File: config.mk
export PLATFORM = sky130hd
export DESIGN_NAME = buffer_range_conflict_table
export DESIGN_NICKNAME = d
export VERILOG_FILES = /design/src/rtl/brct_pkg.sv /design/src/rtl/brct_ram.sv /design/src/rtl/buffer_range_conflict_table.sv
export SDC_FILE = /design/constraint.sdc
export NUM_CORES = 2
export LEC_CHECK = 0
export ABC_AREA = 1
export ABC_CLOCK_PERIOD_IN_PS = 9700
export BUFFER_PORTS_ARGS = -buffer_cell sky130_fd_sc_hd__buf_2
export CORE_ASPECT_RATIO = 1.75
export CORE_MARGIN = 2
export CORE_UTILIZATION = 45
export CTS_CLUSTER_SIZE = 14
export DETAILED_ROUTE_END_ITERATION = 10
export SETUP_SLACK_MARGIN = 0.3
export SYNTH_ARGS = -nofsm -noshare
export SYNTH_HDL_FRONTEND = slang
export SYNTH_HIERARCHICAL = 1
export SYNTH_SLANG_ARGS = --single-unit
File: constraint.sdc
create_clock -name clk -period 9.7 [get_ports clk]
set_input_delay 0.97 -clock clk [delete_from_list [all_inputs] [get_ports clk]]
set_output_delay 0.97 -clock clk [all_outputs]
set_load 0.01 [all_outputs]
File: src/rtl/brct_pkg.sv
// Package with the types and constants shared by the buffer range conflict table.
`default_nettype none
package brct_pkg;

  localparam int TABLE_DEPTH_DEF = 16;
  localparam int ADDR_BITS_DEF   = 48;
  localparam int TAG_W           = 16;
  localparam int BASE_W          = 48;
  localparam int COUNT_W         = 31;
  localparam int SIZE_W          = 16;
  localparam int PROD_W          = COUNT_W + SIZE_W;

  localparam logic REQ_REGISTER = 1'b0;
  localparam logic REQ_RELEASE  = 1'b1;

  typedef enum logic [2:0] {
    ST_STORED   = 3'd0,
    ST_CONFLICT = 3'd1,
    ST_FULL     = 3'd2,
    ST_IGNORED  = 3'd3,
    ST_RELEASED = 3'd4,
    ST_UNKNOWN  = 3'd5
  } status_t;

  typedef enum logic [2:0] {
    S_IDLE,
    S_LEN,
    S_SCAN,
    S_DECIDE,
    S_RESP
  } state_t;

  typedef struct packed {
    logic               req_type;
    logic [TAG_W-1:0]   request_id;
    logic [BASE_W-1:0]  base_addr;
    logic [COUNT_W-1:0] element_count;
    logic [SIZE_W-1:0]  element_size;
    logic               write_flag;
  } in_t;

  typedef struct packed {
    status_t          status;
    logic [TAG_W-1:0] conflict_id;
  } out_t;

endpackage
`default_nettype wire

File: src/rtl/brct_ram.sv
// Generic single-port-write, single-port-read RAM with a registered read.
`default_nettype none
module brct_ram #(
  parameter int WIDTH = 1,
  parameter int DEPTH = 2,
  localparam int AW = $clog2(DEPTH)
) (
  input  wire logic             clk,
  input  wire logic             we,
  input  wire logic [AW-1:0]    waddr,
  input  wire logic [WIDTH-1:0] wdata,
  input  wire logic [AW-1:0]    raddr,
  output logic      [WIDTH-1:0] rdata
);

  logic [WIDTH-1:0] mem [DEPTH];
  logic [WIDTH-1:0] rdata_r;

  always_ff @(posedge clk) begin
    if (we) begin
      mem[waddr] <= wdata;
    end
    rdata_r <= mem[raddr];
  end

  assign rdata = rdata_r;

endmodule
`default_nettype wire

File: src/rtl/buffer_range_conflict_table.sv
// Buffer range conflict table: tracks byte regions of in-flight transfers by request tag.
//
// Input channel in_valid/in_ready/in_data carries register and release requests; the
// output channel out_valid/out_ready/out_data returns one status per request. The
// configuration port (cfg_wr_en, cfg_wr_data) sets the enable bit at any clock edge.
// A register request is checked against every entry; a release frees a tag's entry.
// Entries live in one RAM with a registered read; valid bits are flip-flops.
// A request that is acted on passes through S_LEN, S_SCAN and S_DECIDE to S_RESP, where
// its result enters the output register; an ignored request (disabled or tag zero) goes
// straight to S_RESP. The scan reads one RAM entry per cycle. A request is taken only in
// S_IDLE, so one request is in progress at a time.
// A new request is taken while an earlier result still waits in the output register.
// If the receiver stalls, the next result is held until that register is free.
// Synchronous reset clears all valid bits together, so no clearing pass is needed;
// the enable bit resets to zero.
`default_nettype none
module buffer_range_conflict_table import brct_pkg::*; #(
  parameter int TABLE_DEPTH = TABLE_DEPTH_DEF,
  parameter int ADDR_BITS   = ADDR_BITS_DEF
) (
  input  wire logic clk,
  input  wire logic rst_n,
  input  wire logic in_valid,
  output logic      in_ready,
  input  wire in_t  in_data,
  output logic      out_valid,
  input  wire logic out_ready,
  output out_t      out_data,
  input  wire logic cfg_wr_en,
  input  wire logic cfg_wr_data
);

  localparam int IW  = $clog2(TABLE_DEPTH);
  localparam int CW  = $clog2(TABLE_DEPTH + 1);
  localparam int EW  = ADDR_BITS + 1;
  localparam int XW  = (PROD_W > ADDR_BITS) ? PROD_W : ADDR_BITS;
  localparam int BXW = (BASE_W > ADDR_BITS) ? BASE_W : ADDR_BITS;
  localparam int RW  = TAG_W + ADDR_BITS + EW + 1;

  state_t state_r, state_nxt;
  logic   enabled_r;
  logic [TABLE_DEPTH-1:0] valid_r;

  logic                 kind_r;
  logic [TAG_W-1:0]     tag_r;
  logic [ADDR_BITS-1:0] base_r;
  logic                 wr_r;
  logic [PROD_W-1:0]    prod_r;
  logic [EW-1:0]        req_end_r;

  logic [CW-1:0] scan_r;
  logic          cmp_vld_r;
  logic [IW-1:0] cmp_idx_r;

  logic             conflict_r;
  logic [TAG_W-1:0] hit_tag_r;
  logic             match_found_r;
  logic [IW-1:0]    match_idx_r;
  logic             free_found_r;
  logic [IW-1:0]    free_idx_r;

  status_t          res_status_r, res_status_nxt;
  logic [TAG_W-1:0] res_id_r, res_id_nxt;

  logic out_valid_r;
  out_t out_data_r;

  logic          accept;
  logic          ignore_req;
  logic          scan_end;
  logic          out_load;
  logic          ram_we;
  logic [IW-1:0] ram_waddr;
  logic [IW-1:0] ram_raddr;
  logic [RW-1:0] ram_wdata;
  logic [RW-1:0] ram_rdata;
  logic          valid_set;
  logic          valid_clr;

  logic [BXW-1:0]       base_x;
  logic [XW-1:0]        prod_x;
  logic [ADDR_BITS-1:0] len;

  logic [TAG_W-1:0]     ent_tag;
  logic [ADDR_BITS-1:0] ent_base;
  logic [EW-1:0]        ent_end;
  logic                 ent_wr;
  logic                 ent_live;
  logic                 ent_hit;
  logic                 ent_tag_hit;
  logic                 ent_free;

  assign accept     = in_valid && in_ready;
  assign ignore_req = !enabled_r || (in_data.request_id == '0);
  assign scan_end   = (scan_r == CW'(TABLE_DEPTH));
  assign base_x     = BXW'(in_data.base_addr);
  assign prod_x     = XW'(prod_r);
  assign len        = (prod_x > XW'({ADDR_BITS{1'b1}})) ? {ADDR_BITS{1'b1}}
                                                        : prod_x[ADDR_BITS-1:0];

  assign ent_tag     = ram_rdata[RW-1 -: TAG_W];
  assign ent_base    = ram_rdata[EW+1 +: ADDR_BITS];
  assign ent_end     = ram_rdata[1 +: EW];
  assign ent_wr      = ram_rdata[0];
  assign ent_live    = cmp_vld_r && valid_r[cmp_idx_r];
  assign ent_hit     = ent_live && ({1'b0, ent_base} < req_end_r)
                       && ({1'b0, base_r} < ent_end) && (wr_r || ent_wr);
  assign ent_tag_hit = ent_live && (ent_tag == tag_r);
  assign ent_free    = cmp_vld_r && !valid_r[cmp_idx_r];

  brct_ram #(
    .WIDTH(RW),
    .DEPTH(TABLE_DEPTH)
  ) u_ram (
    .clk  (clk),
    .we   (ram_we),
    .waddr(ram_waddr),
    .wdata(ram_wdata),
    .raddr(ram_raddr),
    .rdata(ram_rdata)
  );

  always_comb begin
    state_nxt = state_r;
    unique case (state_r)
      S_IDLE: begin
        if (accept) begin
          state_nxt = ignore_req ? S_RESP : S_LEN;
        end
      end
      S_LEN: begin
        state_nxt = S_SCAN;
      end
      S_SCAN: begin
        if (scan_end) begin
          state_nxt = S_DECIDE;
        end
      end
      S_DECIDE: begin
        state_nxt = S_RESP;
      end
      S_RESP: begin
        if (!out_valid_r || out_ready) begin
          state_nxt = S_IDLE;
        end
      end
      default: begin
        state_nxt = S_IDLE;
      end
    endcase
  end

  always_comb begin
    in_ready       = 1'b0;
    out_load       = 1'b0;
    ram_we         = 1'b0;
    valid_set      = 1'b0;
    valid_clr      = 1'b0;
    ram_waddr      = match_found_r ? match_idx_r : free_idx_r;
    ram_wdata      = {tag_r, base_r, req_end_r, wr_r};
    ram_raddr      = scan_end ? '0 : scan_r[IW-1:0];
    res_status_nxt = res_status_r;
    res_id_nxt     = res_id_r;
    unique case (state_r)
      S_IDLE: begin
        in_ready = 1'b1;
        if (accept && ignore_req) begin
          res_status_nxt = ST_IGNORED;
          res_id_nxt     = '0;
        end
      end
      S_LEN, S_SCAN: begin
      end
      S_DECIDE: begin
        res_id_nxt = '0;
        if (kind_r == REQ_RELEASE) begin
          if (match_found_r) begin
            valid_clr      = 1'b1;
            res_status_nxt = ST_RELEASED;
          end else begin
            res_status_nxt = ST_UNKNOWN;
          end
        end else if (conflict_r) begin
          res_status_nxt = ST_CONFLICT;
          res_id_nxt     = hit_tag_r;
        end else if (match_found_r || free_found_r) begin
          ram_we         = 1'b1;
          valid_set      = 1'b1;
          res_status_nxt = ST_STORED;
        end else begin
          res_status_nxt = ST_FULL;
        end
      end
      S_RESP: begin
        out_load = !out_valid_r || out_ready;
      end
      default: begin
      end
    endcase
  end

  always_ff @(posedge clk) begin
    if (!rst_n) begin
      state_r     <= S_IDLE;
      enabled_r   <= 1'b0;
      valid_r     <= '0;
      out_valid_r <= 1'b0;
      scan_r      <= '0;
      cmp_vld_r   <= 1'b0;
    end else begin
      state_r <= state_nxt;
      if (cfg_wr_en) begin
        enabled_r <= cfg_wr_data;
      end
      if (valid_set) begin
        valid_r[ram_waddr] <= 1'b1;
      end
      if (valid_clr) begin
        valid_r[match_idx_r] <= 1'b0;
      end
      out_valid_r <= out_load || (out_valid_r && !out_ready);
      if (state_r == S_LEN) begin
        scan_r <= '0;
      end else if (state_r == S_SCAN && !scan_end) begin
        scan_r <= scan_r + CW'(1);
      end
      cmp_vld_r <= (state_r == S_SCAN) && !scan_end;
    end
  end

  always_ff @(posedge clk) begin
    cmp_idx_r    <= ram_raddr;
    res_status_r <= res_status_nxt;
    res_id_r     <= res_id_nxt;
    if (out_load) begin
      out_data_r.status      <= res_status_r;
      out_data_r.conflict_id <= res_id_r;
    end
    if (accept) begin
      kind_r <= in_data.req_type;
      tag_r  <= in_data.request_id;
      base_r <= base_x[ADDR_BITS-1:0];
      wr_r   <= in_data.write_flag;
      prod_r <= PROD_W'(in_data.element_count) * PROD_W'(in_data.element_size);
    end
    if (state_r == S_LEN) begin
      req_end_r     <= {1'b0, base_r} + {1'b0, len};
      conflict_r    <= 1'b0;
      hit_tag_r     <= '0;
      match_found_r <= 1'b0;
      match_idx_r   <= '0;
      free_found_r  <= 1'b0;
      free_idx_r    <= '0;
    end else begin
      if (ent_hit && !conflict_r) begin
        conflict_r <= 1'b1;
        hit_tag_r  <= ent_tag;
      end
      if (ent_tag_hit && !match_found_r) begin
        match_found_r <= 1'b1;
        match_idx_r   <= cmp_idx_r;
      end
      if (ent_free && !free_found_r) begin
        free_found_r <= 1'b1;
        free_idx_r   <= cmp_idx_r;
      end
    end
  end

  assign out_valid = out_valid_r;
  assign out_data  = out_data_r;

  a_store_sets_valid: assert property (@(posedge clk) disable iff (!rst_n)
    ram_we |=> valid_r[$past(ram_waddr)])
    else $error("stored entry not marked valid");

  a_conflict_has_tag: assert property (@(posedge clk) disable iff (!rst_n)
    out_valid && (out_data.status == ST_CONFLICT) |-> out_data.conflict_id != '0)
    else $error("conflict reported without a tag");

  a_no_tag_otherwise: assert property (@(posedge clk) disable iff (!rst_n)
    out_valid && (out_data.status != ST_CONFLICT) |-> out_data.conflict_id == '0)
    else $error("tag reported without a conflict");

  a_one_at_a_time: assert property (@(posedge clk) disable iff (!rst_n)
    in_valid && in_ready |=> !in_ready)
    else $error("second request taken while one is in progress");

endmodule
`default_nettype wire
==> flow_metrics.env <==
export IMPL_vias_per_cell=5.22
export IMPL_layout_common_cells="3333 x nand2_1, 2343 x inv_1, 2024 x edfxtp_1"
export IMPL_grt_max_degree=213
export IMPL_p_switching_mw=13.2
export IMPL_finalCriticalPeriod_ns=6.68
export IMPL_grt_pass1_wl_mm=482
export IMPL_path_max_fanout=31
export IMPL_fin_crit_sh=0.689
export IMPL_synthToLayoutAreaGrowth_pct=8.82
export IMPL_drive_above_1_share=0.0490
export IMPL_dieWidth_um=380
export IMPL_p_int_mw=19.8
export IMPL_synth_area_per_cell_um2=9.78
export IMPL_cts_repair_resized=0
export IMPL_fp_coreArea_um2=246000
export IMPL_timing_fmax_mhz=150
export IMPL_grt_usage=0.255
export IMPL_yosysWarnings=6
export IMPL_io_pins=140
export IMPL_fin_nets=12100
export IMPL_arrival_ns=7.31
export IMPL_hpwlAfterDp_mm=193
export IMPL_rsz0062_at_grt="false"
export IMPL_p_sw_frac=0.401
export IMPL_cp_required_ns=10.33
export IMPL_p_comb_frac=0.421
export IMPL_skew_ns=0.0703
export IMPL_p_clk_frac=0.229
export IMPL_insertion_delay_ns=0.88
export IMPL_hold_violations=0
export IMPL_worstMarginPinSlew_ns=1.40
export IMPL_die_h_um=662
export IMPL_p_seq_frac=0.350
export IMPL_drt_pre_antenna_iters=6
export IMPL_synth_ff_type="edfxtp_1"
export IMPL_yosysSeqAreaShare=0.576
export IMPL_initial_utilization=0.452
export IMPL_cts_buffers=199
export IMPL_root_buffer="clkbuf_16"
export IMPL_clkTransAtPathRegs_ns=0.07
export IMPL_wl_mm=324
export IMPL_vias=77300
export IMPL_synth_cell_types=47
export IMPL_p_per_area_nw_per_um2=272
export IMPL_ys_seq_elements=2196
export IMPL_finalSetupTns_ns=0
export IMPL_cts_tree="built"
export IMPL_grt_overflow=0
export IMPL_final_common_cell="nand2_1"
export IMPL_crit_type="input pin to register"
export IMPL_htreeDepth=4
export IMPL_post_cts_buffers=0
export IMPL_finalSetupViolCount=0
export IMPL_maxSlewViolCount=0
export IMPL_ant_nets=0
export IMPL_status="completed"
export IMPL_cts_max_path_buffers=4
export IMPL_syn_nets=12200
export IMPL_rows=241
export IMPL_start_kind="input pin"
export IMPL_endpoint_kind="register"
export IMPL_synth_edf_count=2024
export IMPL_n_fill_cell=22300
export IMPL_cap_violations=0
export IMPL_grt_pass1_vias=78100
export IMPL_syn_cell_area_um2=111000
export IMPL_leakagePower_nw=53.8
export IMPL_netlist_instances=11400
export IMPL_ctsHoldBuffers=0
export IMPL_portBuffers=139
export IMPL_dieArea_um2=252000
export IMPL_antenna_found_initial=9
export IMPL_wl_per_cell_um=21.9
export IMPL_cts_sinks=2196
export IMPL_globalplace_congestion=0.926
export IMPL_slew_headroom=0.0676
export IMPL_min_path_type="input pin to register"
export IMPL_ir_drop_mv=0.341
export IMPL_post_route_drc_count=0
export IMPL_drt_iter0_drc=6111
export IMPL_async_flop_share=0
export IMPL_dp_cells=14400
export IMPL_instances_no_fill=14800
[registers in the layout, indices dropped and copies added, names as in the netlist]
register,flops
tag_r,16
hit_tag_r,16
res_status_r,3
match_idx_r,4
cmp_vld_r,1
res_id_r,16
out_data,19
u_ram/mem,1824
free_idx_r,4
match_found_r,1
scan_r,5
out_valid,1
cmp_idx_r,4
u_ram/rdata,114
base_r,48
valid_r,16
state_r,3
wr_r,1
req_end_r,49
free_found_r,1
enabled_r,1
conflict_r,1
prod_r,47
kind_r,1
[metal layers]
metal / vias to the layer above / track usage / share of wire
met1: 37900 / 0.294 / 0.37
met4: 6 / 0.124 / 0.050
li1: 35900 / - / -
met5: - / 0 / 0.00010
met3: 760 / 0.0213 / 0.053
met2: 2689 / 0.474 / 0.53
[synth_stat cells, types with 28 or more instances]
master,instances,area share
nor3_1,31,0.0014
inv_1,2344,0.079
a21oi_1,184,0.0083
fa_1,405,0.073
xor2_1,66,0.0052
nor2_1,291,0.0098
a31oi_1,28,0.0016
ha_1,262,0.029
o21ai_0,92,0.0041
xnor2_1,30,0.0024
nand3_1,1457,0.065
dfxtp_1,172,0.031
edfxtp_1,2024,0.55
buf_2,213,0.0096
nand4_1,38,0.0021
nand2_1,3333,0.11
buf_1,38,0.0013
buf_4,44,0.0030
clkbuf_1,204,0.0069
[final timing paths]
path                                           startpoint  slack (ns)                      end  cells past startpoint
worst max-delay path                           in_data[2]        3.02     prod_r[37]$_DFFE_PP_                     20
worst min-delay path                          in_data[92]        0.24     base_r[44]$_DFFE_PP_                      1
worst max register to register     scan_r[2]$_SDFFE_PP0P_        4.96  u_ram/rdata[57]$_DFF_P_                     11
worst min register to register  res_id_r[0]$_SDFFCE_PP0P_        0.42    out_data[0]$_DFFE_PP_                      0
[critical path, cell delays in order]
cell and delay, ns:
buf_2 0.58, nand2_1 0.22, fa_1 0.56, fa_1 0.48
fa_1 0.54, inv_1 0.05, fa_1 0.49, fa_1 0.49
inv_1 0.05, fa_1 0.48, inv_1 0.04, ha_1 0.37
nand2_1 0.15, inv_1 0.06, a21oi_1 0.37, a21boi_0 0.70
o21ai_0 0.26, nand2_1 0.18, nand3_1 0.10, xor2_1 0.15
[cells by family (layout without fill, tap and decap cells)]
family | count (synthesis) | in the layout | share of synthesized area
other cells | 0 | 4 | 0
simple gates | 5190 | 5190 | 0.194
fa+ha+maj | 667 | 667 | 0.102
xor+xnor | 96 | 96 | 0.00754
flops | 2196 | 2196 | 0.576
buf+inv | 2853 | 2972 | 0.100
compound gates | 389 | 389 | 0.0198
[layout make-up]
type,instances,area [um2],area share
sequential,2196,64200,0.530
multi-input combinational,6342,36200,0.299
inverter,2349,8840,0.0729
clock buffer,309,5660,0.0466
tap,3280,4100,0.0338
timing repair buffer,264,1820,0.0150
clock inverter,50,408,0.00336
antenna,4,10.0,0.0000825
[power by group through the flow]
stage                     logic (mW)  registers (mW)  clock network [mW]
after global routing            15.3            11.6                8.01
after CTS                       13.9            11.6                7.70
after detailed placement        13.8            11.8                   0
after floorplan                 8.89            11.6                   0
final                           13.9            11.6                7.56
after global placement          13.9            11.7                   0
[metrics by stage]
stage                     power (mW)  instance area [um2]  hold slack (ns)  utilization  setup WS, ns
final                           33.0               121000            0.245        0.492          3.02
after CTS                       33.2               121000            0.208        0.492          3.15
after detailed placement        25.6               115000            0.405        0.468          2.23
after floorplan                 20.5               111000            0.400            -         0.368
after global routing            34.9               121000            0.223        0.492          2.88
after global placement          25.6               115000            0.401        0.468          2.25
(Power assumes the default switching activity.)
